`src/srx_pkg.sv`:
```
`default_nettype none
package srx_pkg;

	// frame geometry
	localparam int FRAME_BYTES = 64;
	localparam int IDX_W       = $clog2(FRAME_BYTES);
	localparam int CNT_W       = $clog2(FRAME_BYTES + 1);

	// sync marker that opens a frame
	localparam logic [7:0] SYNC_BYTE = 8'hFF;

	// result item kinds
	localparam logic KIND_DATA = 1'b0;
	localparam logic KIND_ERR  = 1'b1;

	// input queue between front and back (power of two)
	localparam int QDEPTH = 4;
	localparam int QAW    = $clog2(QDEPTH);
	localparam int QCW    = $clog2(QDEPTH + 1);

	// head of the input queue as seen by the back end
	typedef struct packed {
		logic       vld;
		logic       is_sync;
		logic [7:0] data;
	} rx_item_t;

endpackage
`default_nettype wire

```
`src/srx_front.sv`:
```
`default_nettype none
module srx_front
	import srx_pkg::*;
(
	input  wire logic       clk,
	input  wire logic       arst_n,
	input  wire logic       rx_valid,
	output logic            rx_stall,
	input  wire logic [7:0] rx_byte,
	output rx_item_t        head,
	input  wire logic       pop
);

	logic [7:0]     data_q [QDEPTH];
	logic           sync_q [QDEPTH];
	logic [QAW-1:0] wr_ptr_q;
	logic [QAW-1:0] rd_ptr_q;
	logic [QCW-1:0] cnt_q;
	logic           push;
	logic           do_pop;

	// queue full stalls the line side
	assign rx_stall = (cnt_q == QCW'(QDEPTH));
	assign push     = rx_valid && !rx_stall;
	assign do_pop   = pop && (cnt_q != '0);

	// head of queue, with the sync classification made on entry
	assign head.vld     = (cnt_q != '0);
	assign head.is_sync = sync_q[rd_ptr_q];
	assign head.data    = data_q[rd_ptr_q];

	// payload storage
	always_ff @(posedge clk) begin
		if (push) begin
			data_q[wr_ptr_q] <= rx_byte;
			sync_q[wr_ptr_q] <= (rx_byte == SYNC_BYTE);
		end
	end

	// pointers and occupancy
	always_ff @(posedge clk or negedge arst_n) begin
		if (!arst_n) begin
			wr_ptr_q <= '0;
			rd_ptr_q <= '0;
			cnt_q    <= '0;
		end else begin
			if (push)
				wr_ptr_q <= wr_ptr_q + QAW'(1);
			if (do_pop)
				rd_ptr_q <= rd_ptr_q + QAW'(1);
			if (push && !do_pop)
				cnt_q <= cnt_q + QCW'(1);
			else if (!push && do_pop)
				cnt_q <= cnt_q - QCW'(1);
		end
	end

endmodule
`default_nettype wire

```
`src/srx_back.sv`:
```
`default_nettype none
module srx_back
	import srx_pkg::*;
(
	input  wire logic       clk,
	input  wire logic       arst_n,
	input  rx_item_t        head,
	output logic            pop,
	output logic            res_valid,
	input  wire logic       res_stall,
	output logic            kind,
	output logic [7:0]      frame_byte,
	output logic [7:0]      byte_index,
	output logic            last
);

	localparam logic [2:0] ST_IDLE    = 3'd0;
	localparam logic [2:0] ST_SCAN    = 3'd1;
	localparam logic [2:0] ST_DECIDE  = 3'd2;
	localparam logic [2:0] ST_EMIT_RD = 3'd3;
	localparam logic [2:0] ST_EMIT_LD = 3'd4;
	localparam logic [2:0] ST_ERR     = 3'd5;
	localparam logic [2:0] ST_COPY_RD = 3'd6;
	localparam logic [2:0] ST_COPY_WR = 3'd7;

	logic [7:0]       mem [FRAME_BYTES];
	logic [7:0]       rd_data_q;
	logic [IDX_W-1:0] mem_raddr;
	logic [IDX_W-1:0] mem_waddr;
	logic [7:0]       mem_wdata;
	logic             mem_we;

	logic [2:0]       state_q;
	logic [CNT_W-1:0] fill_q;
	logic [IDX_W-1:0] scan_addr_q;
	logic [IDX_W-1:0] idx_q;
	logic             rd_vld_s1;
	logic [IDX_W-1:0] rd_idx_s1;
	logic [7:0]       sum_q;
	logic [7:0]       byte1_q;
	logic             ff_found_q;
	logic [IDX_W-1:0] ff_pos_q;

	logic             out_valid_q;
	logic             out_kind_q;
	logic [7:0]       out_byte_q;
	logic [7:0]       out_index_q;
	logic             out_last_q;

	logic             slot_free;
	logic             take_byte;

	assign slot_free = !out_valid_q || !res_stall;

	// bytes are only taken while no frame is being checked or emitted
	assign pop       = (state_q == ST_IDLE) && head.vld;
	assign take_byte = pop && ((fill_q != '0) || head.is_sync);

	// memory address and write selection
	always_comb begin
		mem_we    = 1'b0;
		mem_waddr = fill_q[IDX_W-1:0];
		mem_wdata = head.data;
		case (state_q)
			ST_IDLE:    mem_we = take_byte;
			ST_COPY_WR: begin
				mem_we    = 1'b1;
				mem_waddr = idx_q;
				mem_wdata = rd_data_q;
			end
			default:    mem_we = 1'b0;
		endcase
	end

	// read address stays on the emitted byte while the output slot is busy
	always_comb begin
		case (state_q)
			ST_EMIT_RD: mem_raddr = idx_q;
			ST_EMIT_LD: mem_raddr = idx_q;
			ST_COPY_RD: mem_raddr = ff_pos_q + idx_q;
			default:    mem_raddr = scan_addr_q;
		endcase
	end

	// frame store, registered read
	always_ff @(posedge clk) begin
		if (mem_we)
			mem[mem_waddr] <= mem_wdata;
		rd_data_q <= mem[mem_raddr];
	end

	// scan pipeline: checksum, byte 1 and first sync after position 0
	always_ff @(posedge clk) begin
		rd_idx_s1 <= scan_addr_q;
		if (state_q == ST_IDLE) begin
			sum_q      <= '0;
			ff_found_q <= 1'b0;
			ff_pos_q   <= '0;
		end else if (rd_vld_s1) begin
			if (rd_idx_s1 >= IDX_W'(2))
				sum_q <= sum_q + rd_data_q;
			if (rd_idx_s1 == IDX_W'(1))
				byte1_q <= rd_data_q;
			if ((rd_idx_s1 != '0) && (rd_data_q == SYNC_BYTE) && !ff_found_q) begin
				ff_found_q <= 1'b1;
				ff_pos_q   <= rd_idx_s1;
			end
		end
	end

	// control sequencer
	always_ff @(posedge clk or negedge arst_n) begin
		if (!arst_n) begin
			state_q     <= ST_IDLE;
			fill_q      <= '0;
			scan_addr_q <= '0;
			idx_q       <= '0;
			rd_vld_s1   <= 1'b0;
		end else begin
			rd_vld_s1 <= (state_q == ST_SCAN);
			case (state_q)
				ST_IDLE: begin
					scan_addr_q <= '0;
					if (take_byte) begin
						if (fill_q == CNT_W'(FRAME_BYTES - 1))
							state_q <= ST_SCAN;
						else
							fill_q <= fill_q + CNT_W'(1);
					end
				end
				ST_SCAN: begin
					scan_addr_q <= scan_addr_q + IDX_W'(1);
					if (scan_addr_q == IDX_W'(FRAME_BYTES - 1))
						state_q <= ST_DECIDE;
				end
				ST_DECIDE: begin
					idx_q <= '0;
					if (!rd_vld_s1)
						state_q <= (sum_q == byte1_q) ? ST_EMIT_RD : ST_ERR;
				end
				ST_EMIT_RD: state_q <= ST_EMIT_LD;
				ST_EMIT_LD: begin
					if (slot_free) begin
						if (idx_q == IDX_W'(FRAME_BYTES - 1)) begin
							fill_q  <= '0;
							state_q <= ST_IDLE;
						end else begin
							idx_q   <= idx_q + IDX_W'(1);
							state_q <= ST_EMIT_RD;
						end
					end
				end
				ST_ERR: begin
					if (slot_free) begin
						if (ff_found_q) begin
							fill_q  <= CNT_W'(FRAME_BYTES) - CNT_W'(ff_pos_q);
							state_q <= ST_COPY_RD;
						end else begin
							fill_q  <= '0;
							state_q <= ST_IDLE;
						end
					end
				end
				ST_COPY_RD: state_q <= ST_COPY_WR;
				ST_COPY_WR: begin
					if (CNT_W'(idx_q) + CNT_W'(1) == fill_q) begin
						state_q <= ST_IDLE;
					end else begin
						idx_q   <= idx_q + IDX_W'(1);
						state_q <= ST_COPY_RD;
					end
				end
				default: state_q <= ST_IDLE;
			endcase
		end
	end

	// output register
	always_ff @(posedge clk or negedge arst_n) begin
		if (!arst_n)
			out_valid_q <= 1'b0;
		else if (slot_free && ((state_q == ST_EMIT_LD) || (state_q == ST_ERR)))
			out_valid_q <= 1'b1;
		else if (!res_stall)
			out_valid_q <= 1'b0;
	end

	always_ff @(posedge clk) begin
		if (slot_free && (state_q == ST_EMIT_LD)) begin
			out_kind_q  <= KIND_DATA;
			out_byte_q  <= rd_data_q;
			out_index_q <= 8'(idx_q);
			out_last_q  <= (idx_q == IDX_W'(FRAME_BYTES - 1));
		end else if (slot_free && (state_q == ST_ERR)) begin
			out_kind_q  <= KIND_ERR;
			out_byte_q  <= '0;
			out_index_q <= '0;
			out_last_q  <= 1'b1;
		end
	end

	assign res_valid  = out_valid_q;
	assign kind       = out_kind_q;
	assign frame_byte = out_byte_q;
	assign byte_index = out_index_q;
	assign last       = out_last_q;

	// store never holds a full frame between bytes
	a_fill_range: assert property (@(posedge clk) disable iff (!arst_n)
		fill_q < CNT_W'(FRAME_BYTES))
		else $error("fill count reached frame length");

	// an error item is always a lone, zeroed, last item
	a_err_item: assert property (@(posedge clk) disable iff (!arst_n)
		(out_valid_q && (out_kind_q == KIND_ERR)) |->
			(out_last_q && (out_byte_q == '0) && (out_index_q == '0)))
		else $error("malformed error item");

	// queue is drained only while idle
	a_pop_idle: assert property (@(posedge clk) disable iff (!arst_n)
		pop |-> (state_q == ST_IDLE))
		else $error("byte taken during frame processing");

	// resync copy stays inside the kept tail
	a_copy_bound: assert property (@(posedge clk) disable iff (!arst_n)
		(state_q == ST_COPY_WR) |-> (CNT_W'(idx_q) < fill_q))
		else $error("resync copy overran");

	// a frame scan starts only after the last byte of a frame was stored
	a_scan_entry: assert property (@(posedge clk) disable iff (!arst_n)
		$rose(state_q == ST_SCAN) |-> $past(take_byte))
		else $error("scan without a completed frame");

endmodule
`default_nettype wire

```
`src/sync_frame_receiver_with_resync.sv`:
```
// Sync-byte frame receiver with additive checksum and resync.
//
// Input channel: rx_byte with rx_valid / rx_stall; a transfer happens on a
// clock edge with rx_valid high and rx_stall low. Bytes enter a 4-entry
// queue at one per cycle; rx_stall rises only when that queue is full.
// Output channel: kind, frame_byte, byte_index, last with res_valid /
// res_stall, from an output register.
// A byte that does not complete a frame is popped from the queue and, unless
// it is dropped while no sync byte has opened a frame, written to the frame
// store. The byte that completes a frame starts a scan of the frame store
// (one read port) that checks the checksum, then a good frame streams out
// byte by byte (read, then load the output register). A bad frame gives one
// error item; if a sync byte follows position 0, the resync copy then moves
// the tail from that byte to the front, one read and one write per byte.
// Reset (arst_n low) empties the queue, the output register and the frame
// store's fill count; the store contents themselves are not cleared.
// While res_stall is high the output register holds its item, the back end
// waits, and once the queue fills rx_stall goes high; no item is lost.
`default_nettype none
module sync_frame_receiver_with_resync
	import srx_pkg::*;
(
	input  wire logic       clk,
	input  wire logic       arst_n,
	input  wire logic       rx_valid,
	output logic            rx_stall,
	input  wire logic [7:0] rx_byte,
	output logic            res_valid,
	input  wire logic       res_stall,
	output logic            kind,
	output logic [7:0]      frame_byte,
	output logic [7:0]      byte_index,
	output logic            last
);

	rx_item_t head;
	logic     pop;

	// receive queue and sync classification
	srx_front u_front (
		.clk      (clk),
		.arst_n   (arst_n),
		.rx_valid (rx_valid),
		.rx_stall (rx_stall),
		.rx_byte  (rx_byte),
		.head     (head),
		.pop      (pop)
	);

	// frame store, checksum, emit and resync
	srx_back u_back (
		.clk        (clk),
		.arst_n     (arst_n),
		.head       (head),
		.pop        (pop),
		.res_valid  (res_valid),
		.res_stall  (res_stall),
		.kind       (kind),
		.frame_byte (frame_byte),
		.byte_index (byte_index),
		.last       (last)
	);

endmodule
`default_nettype wire
```
`config.mk`:
```
export PLATFORM = sky130hd
export DESIGN_NAME = sync_frame_receiver_with_resync
export DESIGN_NICKNAME = d
export VERILOG_FILES = /design/src/srx_pkg.sv /design/src/srx_front.sv /design/src/srx_back.sv /design/src/sync_frame_receiver_with_resync.sv
export SDC_FILE = /design/constraint.sdc
export NUM_CORES = 1
export LEC_CHECK = 0
export BUFFER_PORTS_ARGS = -buffer_cell sky130_fd_sc_hd__buf_2
export CAP_MARGIN = 20
export CORE_MARGIN = 2
export CORE_UTILIZATION = 57
export CTS_CLUSTER_DIAMETER = 40
export DETAILED_ROUTE_END_ITERATION = 16
export MAX_ROUTING_LAYER = met4
export PLACE_DENSITY_LB_ADDON = 0.05
export SETUP_SLACK_MARGIN = 0.3
export SLEW_MARGIN = 15
export SYNTH_ARGS = -nofsm -noshare
export SYNTH_HDL_FRONTEND = slang
export SYNTH_HIERARCHICAL = 1
export SYNTH_SLANG_ARGS = --single-unit
```
`constraint.sdc`:
```
create_clock -name clk -period 5.2 [get_ports clk]
set_clock_uncertainty 0.05 [all_clocks]
set_input_delay 0.52 -clock clk [delete_from_list [all_inputs] [get_ports clk]]
set_output_delay 0.52 -clock clk [all_outputs]
set_load 0.01 [all_outputs]
```
## Yosys cells after proc, flatten, opt, wreduce, memory -nomap -nowiden

Memory sizes are Yosys's and may differ from the RTL's. A register that Yosys moved wholly into a read port is not among the register bits.
Cells that the tools add are included.

| word-level totals | value |
|---|---|
| bits in registers | 76 |
| bits in writable memories | 548 |
| input bits | 12 |
| output and inout bits | 20 |
| logic and storage cells | 138 |
| memories kept | 3 |

| operators by class | value |
|---|---|
| add/sub/neg operators | 11 |
| order comparisons | 1 |
| eq/ne operators | 27 |
| mux-type cells | 41 |
| bitwise gates (word level) | 1 |
| reduce and logical (&&, ||, !) cells | 36 |

Memory list:

| name | words | width | rd ports | clocked after memory_dff | wr ports | line | source |
|---|---|---|---|---|---|---|---|
| u_back.mem | 64 | 8 | 1 | 1 | 1 | srx_back.sv:26 | `logic [7:0] mem [FRAME_BYTES];` |
| u_front.data_q | 4 | 8 | 1 | 0 | 1 | srx_front.sv:14 | `logic [7:0] data_q [QDEPTH];` |
| u_front.sync_q | 4 | 1 | 1 | 0 | 1 | srx_front.sv:15 | `logic sync_q [QDEPTH];` |

Operators by type and width:

| operator | count |
|---|---|
| $mux W7 | 6 |
| $mux W6 | 6 |
| $mux W3 | 11 |
| $mux W8 | 3 |
| $pmux W3 S8 | 1 |
| $pmux W6 S2 | 2 |
| $pmux W7 S3 | 1 |
| $pmux W6 S3 | 1 |
| $eq A8 B8 Y1 const B | 2 |
| $eq A3 B3 Y1 const B | 5 |
| $add A6 B1 Y6 const B | 2 |
| $eq A6 B6 Y1 const B | 2 |
| $ne A2 B2 Y1 const B | 6 |
| $reduce_and A6 Y1 | 2 |
| $logic_and A1 B1 Y1 | 11 |
| $ne A2 B1 Y1 const B | 5 |
| $reduce_bool A3 Y1 | 3 |
| $add A8 B8 Y8 | 1 |
| $eq A8 B8 Y1 | 1 |
| $mux W1 | 8 |
| $add A6 B1 Y7 const B | 1 |
| $add A7 B1 Y7 const B | 1 |
| $eq A7 B6 Y1 const B | 1 |
| $eq A7 B7 Y1 | 1 |
| 22 further kinds | 34 |

## Longest topological paths before layout

| logic depth | value |
|---|---|
| depth in word-level cells | 7 |
| depth in mapped cells | 16 |
| mapped depth without buffers | 12 |

## Hierarchy

Netlist, hierarchy kept.

By module, submodules not included:

| module | instances | cells an instance | area an instance (um^2) | sequential area each (um^2) |
|---|---|---|---|---|
| srx_back | 1 | 1909 | 24831.3 | 17266.6 |
| srx_front | 1 | 85 | 1752.9 | 1256.2 |

## Least setup slack after synthesis

No wires, ideal clock.

| timing | value |
|---|---|
| kind | register to register |
| start point | register u_back.state_q[0] |
| end point | memory u_back.mem[0][1], data pin |
| setup time | 0.702 ns |
| arrival time | 4.267 ns |
| data required time | 4.448 ns |
| path slack | 0.180 ns |
| stages on the path, launching flop included | 8 |
| path buffers | 5 |
| period minus slack after synthesis | 5.020 ns |
| cells stage by stage | dfrtp_1 -> buf_4 -> clkbuf_1 -> buf_1 -> nand3_1 -> clkbuf_1 -> buf_1 -> o21ai_0 |

| on the way | value |
|---|---|
| longest elaborated chain between the ends | 2 |

RTL lines:

| what | line | source |
|---|---|---|
| start: declaration | srx_back.sv:33 | `logic [2:0] state_q;` |
| start signal: assignment | srx_back.sv:139 | `state_q <= (sum_q == byte1_q) ? ST_EMIT_RD : ST_ERR;` |
| $eq A3 B3 Y1 | srx_back.sv:64 | `case (state_q)` |
| $mux W8 | srx_back.sv:64 |  |
| named net u_back.mem_wdata[1] | srx_back.sv:30 | `logic [7:0] mem_wdata;` |
| end: declaration | srx_back.sv:26 |  |

The timed path passes the listed nets, and every way through them passes these cells.

## Worst setup path after layout

| timing | value |
|---|---|
| start point | register u_back.idx_q[0] |
| end point | register u_back.rd_data_q[6], read port of u_back.mem |

| on the way | value |
|---|---|
| longest elaborated chain between the ends | 2 |

RTL lines:

| what | line | source |
|---|---|---|
| start: declaration | srx_back.sv:36 | `logic [IDX_W-1:0] idx_q;` |
| start signal: assignment | srx_back.sv:148 | `idx_q <= idx_q + IDX_W'(1);` |
| start signal: assignment | srx_back.sv:169 | `idx_q <= idx_q + IDX_W'(1);` |
| $add A6 B6 Y6 | srx_back.sv:80 | `ST_COPY_RD: mem_raddr = ff_pos_q + idx_q;` |
| $pmux W6 S2 * | srx_back.sv:77 | `case (state_q)` |
| end: declaration | srx_back.sv:27 | `logic [7:0] rd_data_q;` |

Every way passes the cells marked *; elsewhere a longest branch is shown, timed or not.
A chain may end at the register's enable or synchronous reset.

==> results.md <==
- CP startpoint: u_back/idx_q[0]
- Mapped Area: 0.0266 mm2
- Crit start category: register
- Worst R2R End: u_back/rd_data_q[6]
- Starting Density: a little under three fifths
- # IOs: 32
- Sequential area share after synthesis: 69.7%
- Final hold vios: 0
- Initial DRT Pass Iterations: 6
- Worst Setup EP: u_back/rd_data_q[6]
- Root Buffer: clkbuf_16
- Max cap viols: 0
- Synth-to-layout area growth: 13.9%
- Clock share of power: about 31%
- Largest net degree at the start of global routing: between 100 and 150
- Yosys reg bits: 632
- Clock transition at path regs: 0.06 ns
- Type of the worst min-delay path: input pin to register
- Syn avg cell area: around 13 um2
- Max-slew headroom: approximately a quarter
- CP endpoint kind: register
- Final Max Tran Viols: 0
- Vias: approximately 17000
- Max Fclk: roughly 220 MHz
- # diodes: 0
- Post-synth EDFFs: 571
- Nets: 2076
- Post-layout min period: ~4.6 ns
- Initial antenna violation count: 1
- Drt drc: 0
- Int Power: ~0.012 W
- Grt total ovfl: 0
- HPWL after DPL: 43.3 mm
- Setup Crit Path Kind: register to register
- Status: completed
- Synth async-reset ratio: 4.91%
- Vias in the first global route: between 15000 and 20000
- Dominant cell by count in the synthesized netlist: edfxtp_1
- Reg power frac: ~39%
- Leakage power: roughly 10 nW
- Chip Height: approximately 220 um
- Setup Buffers After CTS: 0
- Clk buf depth: 3
- Logic gate share of total power: 30.2%
- Share of the synthesized area in the top cell type: 64.5%
- Synth warn: 6
- Setup TNS: 0 ns
- DR WL/cell: ~25 um
- Worst skew pair latency: between 0.6 and 0.7 ns
- VDD IR max: between 0.3 and 0.4 mV
- Psw: 0.00662 W
- Clock sink count: between 600 and 700
- Cell taking the most area after synthesis: edfxtp_1
- Die Width: 220 um
- Placer congestion estimate: about 0.93
- Required time of the critical path: approximately 5.7 ns
- Count of unique library cells instantiated by Yosys: 70
- RR Startpoint: u_back/idx_q[0]
- Routed WL: 67.3 mm
- Power density cells: ~620 mW/mm2
- Port buffer count: 29
- Final Setup Violations: 0
- Core area: ~0.046 mm2
- Setup ws final: approximately 0.58 ns
- Total CTS buffers: slightly above 80
- FF-to-FF setup slack: approximately 0.58 ns
- DRT antenna net count: 0
- Global-route wire length before repair: just over 100 mm
- Drt via density: between 6 and 7
- DIE AREA: between 0.04 and 0.05 mm2
- Sw Share: 35.5%
- Top cells by area, synth: edfxtp_1 64%, nand2_1 5.5%, dfrtp_1 2.9%
- Rows: 79
- Layout cell share with drive strength beyond 1: 13.8%
- Worst Reg-to-Reg Cells: 13
- Arr. time, crit path: around 5.1 ns
- Gr usage total: 29.4%
- Final period utilization: approximately nine tenths
- Cells after synthesis: 1994
- Worst Max-Slew Pin Slew: 1.08 ns
- TritonCTS clock tree: built
- Commonest register cell after synthesis: edfxtp_1
- Commonest cells in the netlist: 571 x edfxtp_1, 389 x nand2_1, 139 x nor2_1
- RSZ-0062 raised after global routing: false
- # H-tree levels: 3
- CP Max Fanout: 35
- Pre-CTS setup slack: roughly 0.43 ns
- First-iteration detailed-routing DRC count: between 1500 and 2000
-- registers in the layout, indices dropped and copies added (netlist names), 7 cells and up --
name / cells
u_back/byte1_q: 8
u_back/fill_q: 7
u_back/frame_byte: 8
u_back/mem: 512
u_back/rd_data_q: 8
u_back/sum_q: 8
u_front/data_q: 32
-- through the flow --
step | power (W) | hold slack, ns | instance area [um2] | util, % | cells
global route | 0.0194 | 0.0669 | 30300 | 65.5 | 2711
finish | 0.0186 | 0.0817 | 30300 | 65.5 | 2711
floorplan | 0.0106 | 0.174 | 26600 | - | 1995
global placement | 0.0127 | 0.383 | 27400 | 59.2 | 2559
CTS | 0.0186 | 0.0602 | 30200 | 65.4 | 2709
detailed placement | 0.0128 | 0.389 | 27400 | 59.2 | 2559
-- worst max-delay path, cell delays in order, from the launching register on --
cell,delay (ns)
dfrtp_1,0.54
ha_1,0.23
inv_1,0.05
fa_1,0.42
or3b_1,0.36
a2bb2oi_1,0.31
or2_4,0.58
buf_4,0.42
mux2i_1,0.13
a32oi_1,0.17
a31oi_1,0.13
a2111oi_1,0.73
a31oi_1,0.20
mux2i_1,0.19
-- cell usage in the layout, fill, tap and decap left out, types with 29 or more instances in the layout --
master,count
nor2_1,136
a21oi_1,68
o21ai_0,38
buf_2,29
a31oi_1,29
dfxtp_1,30
edfxtp_1,571
mux2i_1,74
dfrtp_1,31
mux2_2,41
nand3_1,76
o22ai_1,32
clkbuf_16,84
buf_4,45
a221oi_1,33
nand2_1,389
-- repair_timing --
item | CTS | global route
gates resized for setup | 0 | 1
hold buffers | 1 | 0
setup endpoints to repair | 0 | 1
endpoints found under the hold margin | 31 | 0
-- routing by layer --
layer | share of wire, % | global-route usage [%] | up-vias | routed length (um)
met1 | 41 | 39.1 | 8384 | 27900
met5 | 0 | - | - | 0
li1 | - | - | 7632 | -
met2 | 46 | 43.2 | 685 | 30600
met3 | 9.0 | 7.66 | 147 | 6060
met4 | 4.0 | 12.6 | 0 | 2690
-- cell type report --
type / instances / area [um2]
clock inverters: 55 / 681
inverters: 20 / 75.1
clock buffers: 94 / 2170
repair buffers: 82 / 633
fillers: 3392 / 16000
well taps: 607 / 759
multi-input cells: 1221 / 7450
flip-flops and latches: 632 / 18500
-- worst min-delay path by stage --
stage | from | to | cells after the start | slack [ns]
floorplan | arst_n | u_back/fill_q[0] | 0 | 0.17
global placement | u_back/kind | u_back/kind | 2 | 0.38
detailed placement | u_back/kind | u_back/kind | 2 | 0.39
CTS | rx_byte[1] | u_front/data_q[0][1] | 1 | 0.06
global route | rx_byte[1] | u_front/data_q[0][1] | 1 | 0.07
finish | rx_byte[3] | u_front/data_q[2][3] | 1 | 0.08
-- logic make-up (layout without fill, tap and decap cells) --
group / Yosys count / after routing / share of synthesized area, %
compound gates: 317 / 317 / 8.34
xor+xnor: 34 / 34 / 1.12
fa+ha+maj: 25 / 25 / 1.26
buf+inv: 142 / 251 / 2.61
flops: 632 / 632 / 69.7
mux: 125 / 125 / 5.34
other cells: 1 / 2 / 0.0141
simple gates: 718 / 718 / 11.6
-- power by group through the flow --
| stage | Sequential (W) | Combinational [W] | Clock (W) |
|---|---|---|---|
| finish | 0.00722 | 0.00563 | 0.00580 |
| global route | 0.00725 | 0.00607 | 0.00611 |
| CTS | 0.00721 | 0.00553 | 0.00588 |
| detailed placement | 0.00732 | 0.00550 | 0 |
| global placement | 0.00730 | 0.00542 | 0 |
| floorplan | 0.00705 | 0.00357 | 0 |
Note: power is estimated with default switching activity, not from simulation.
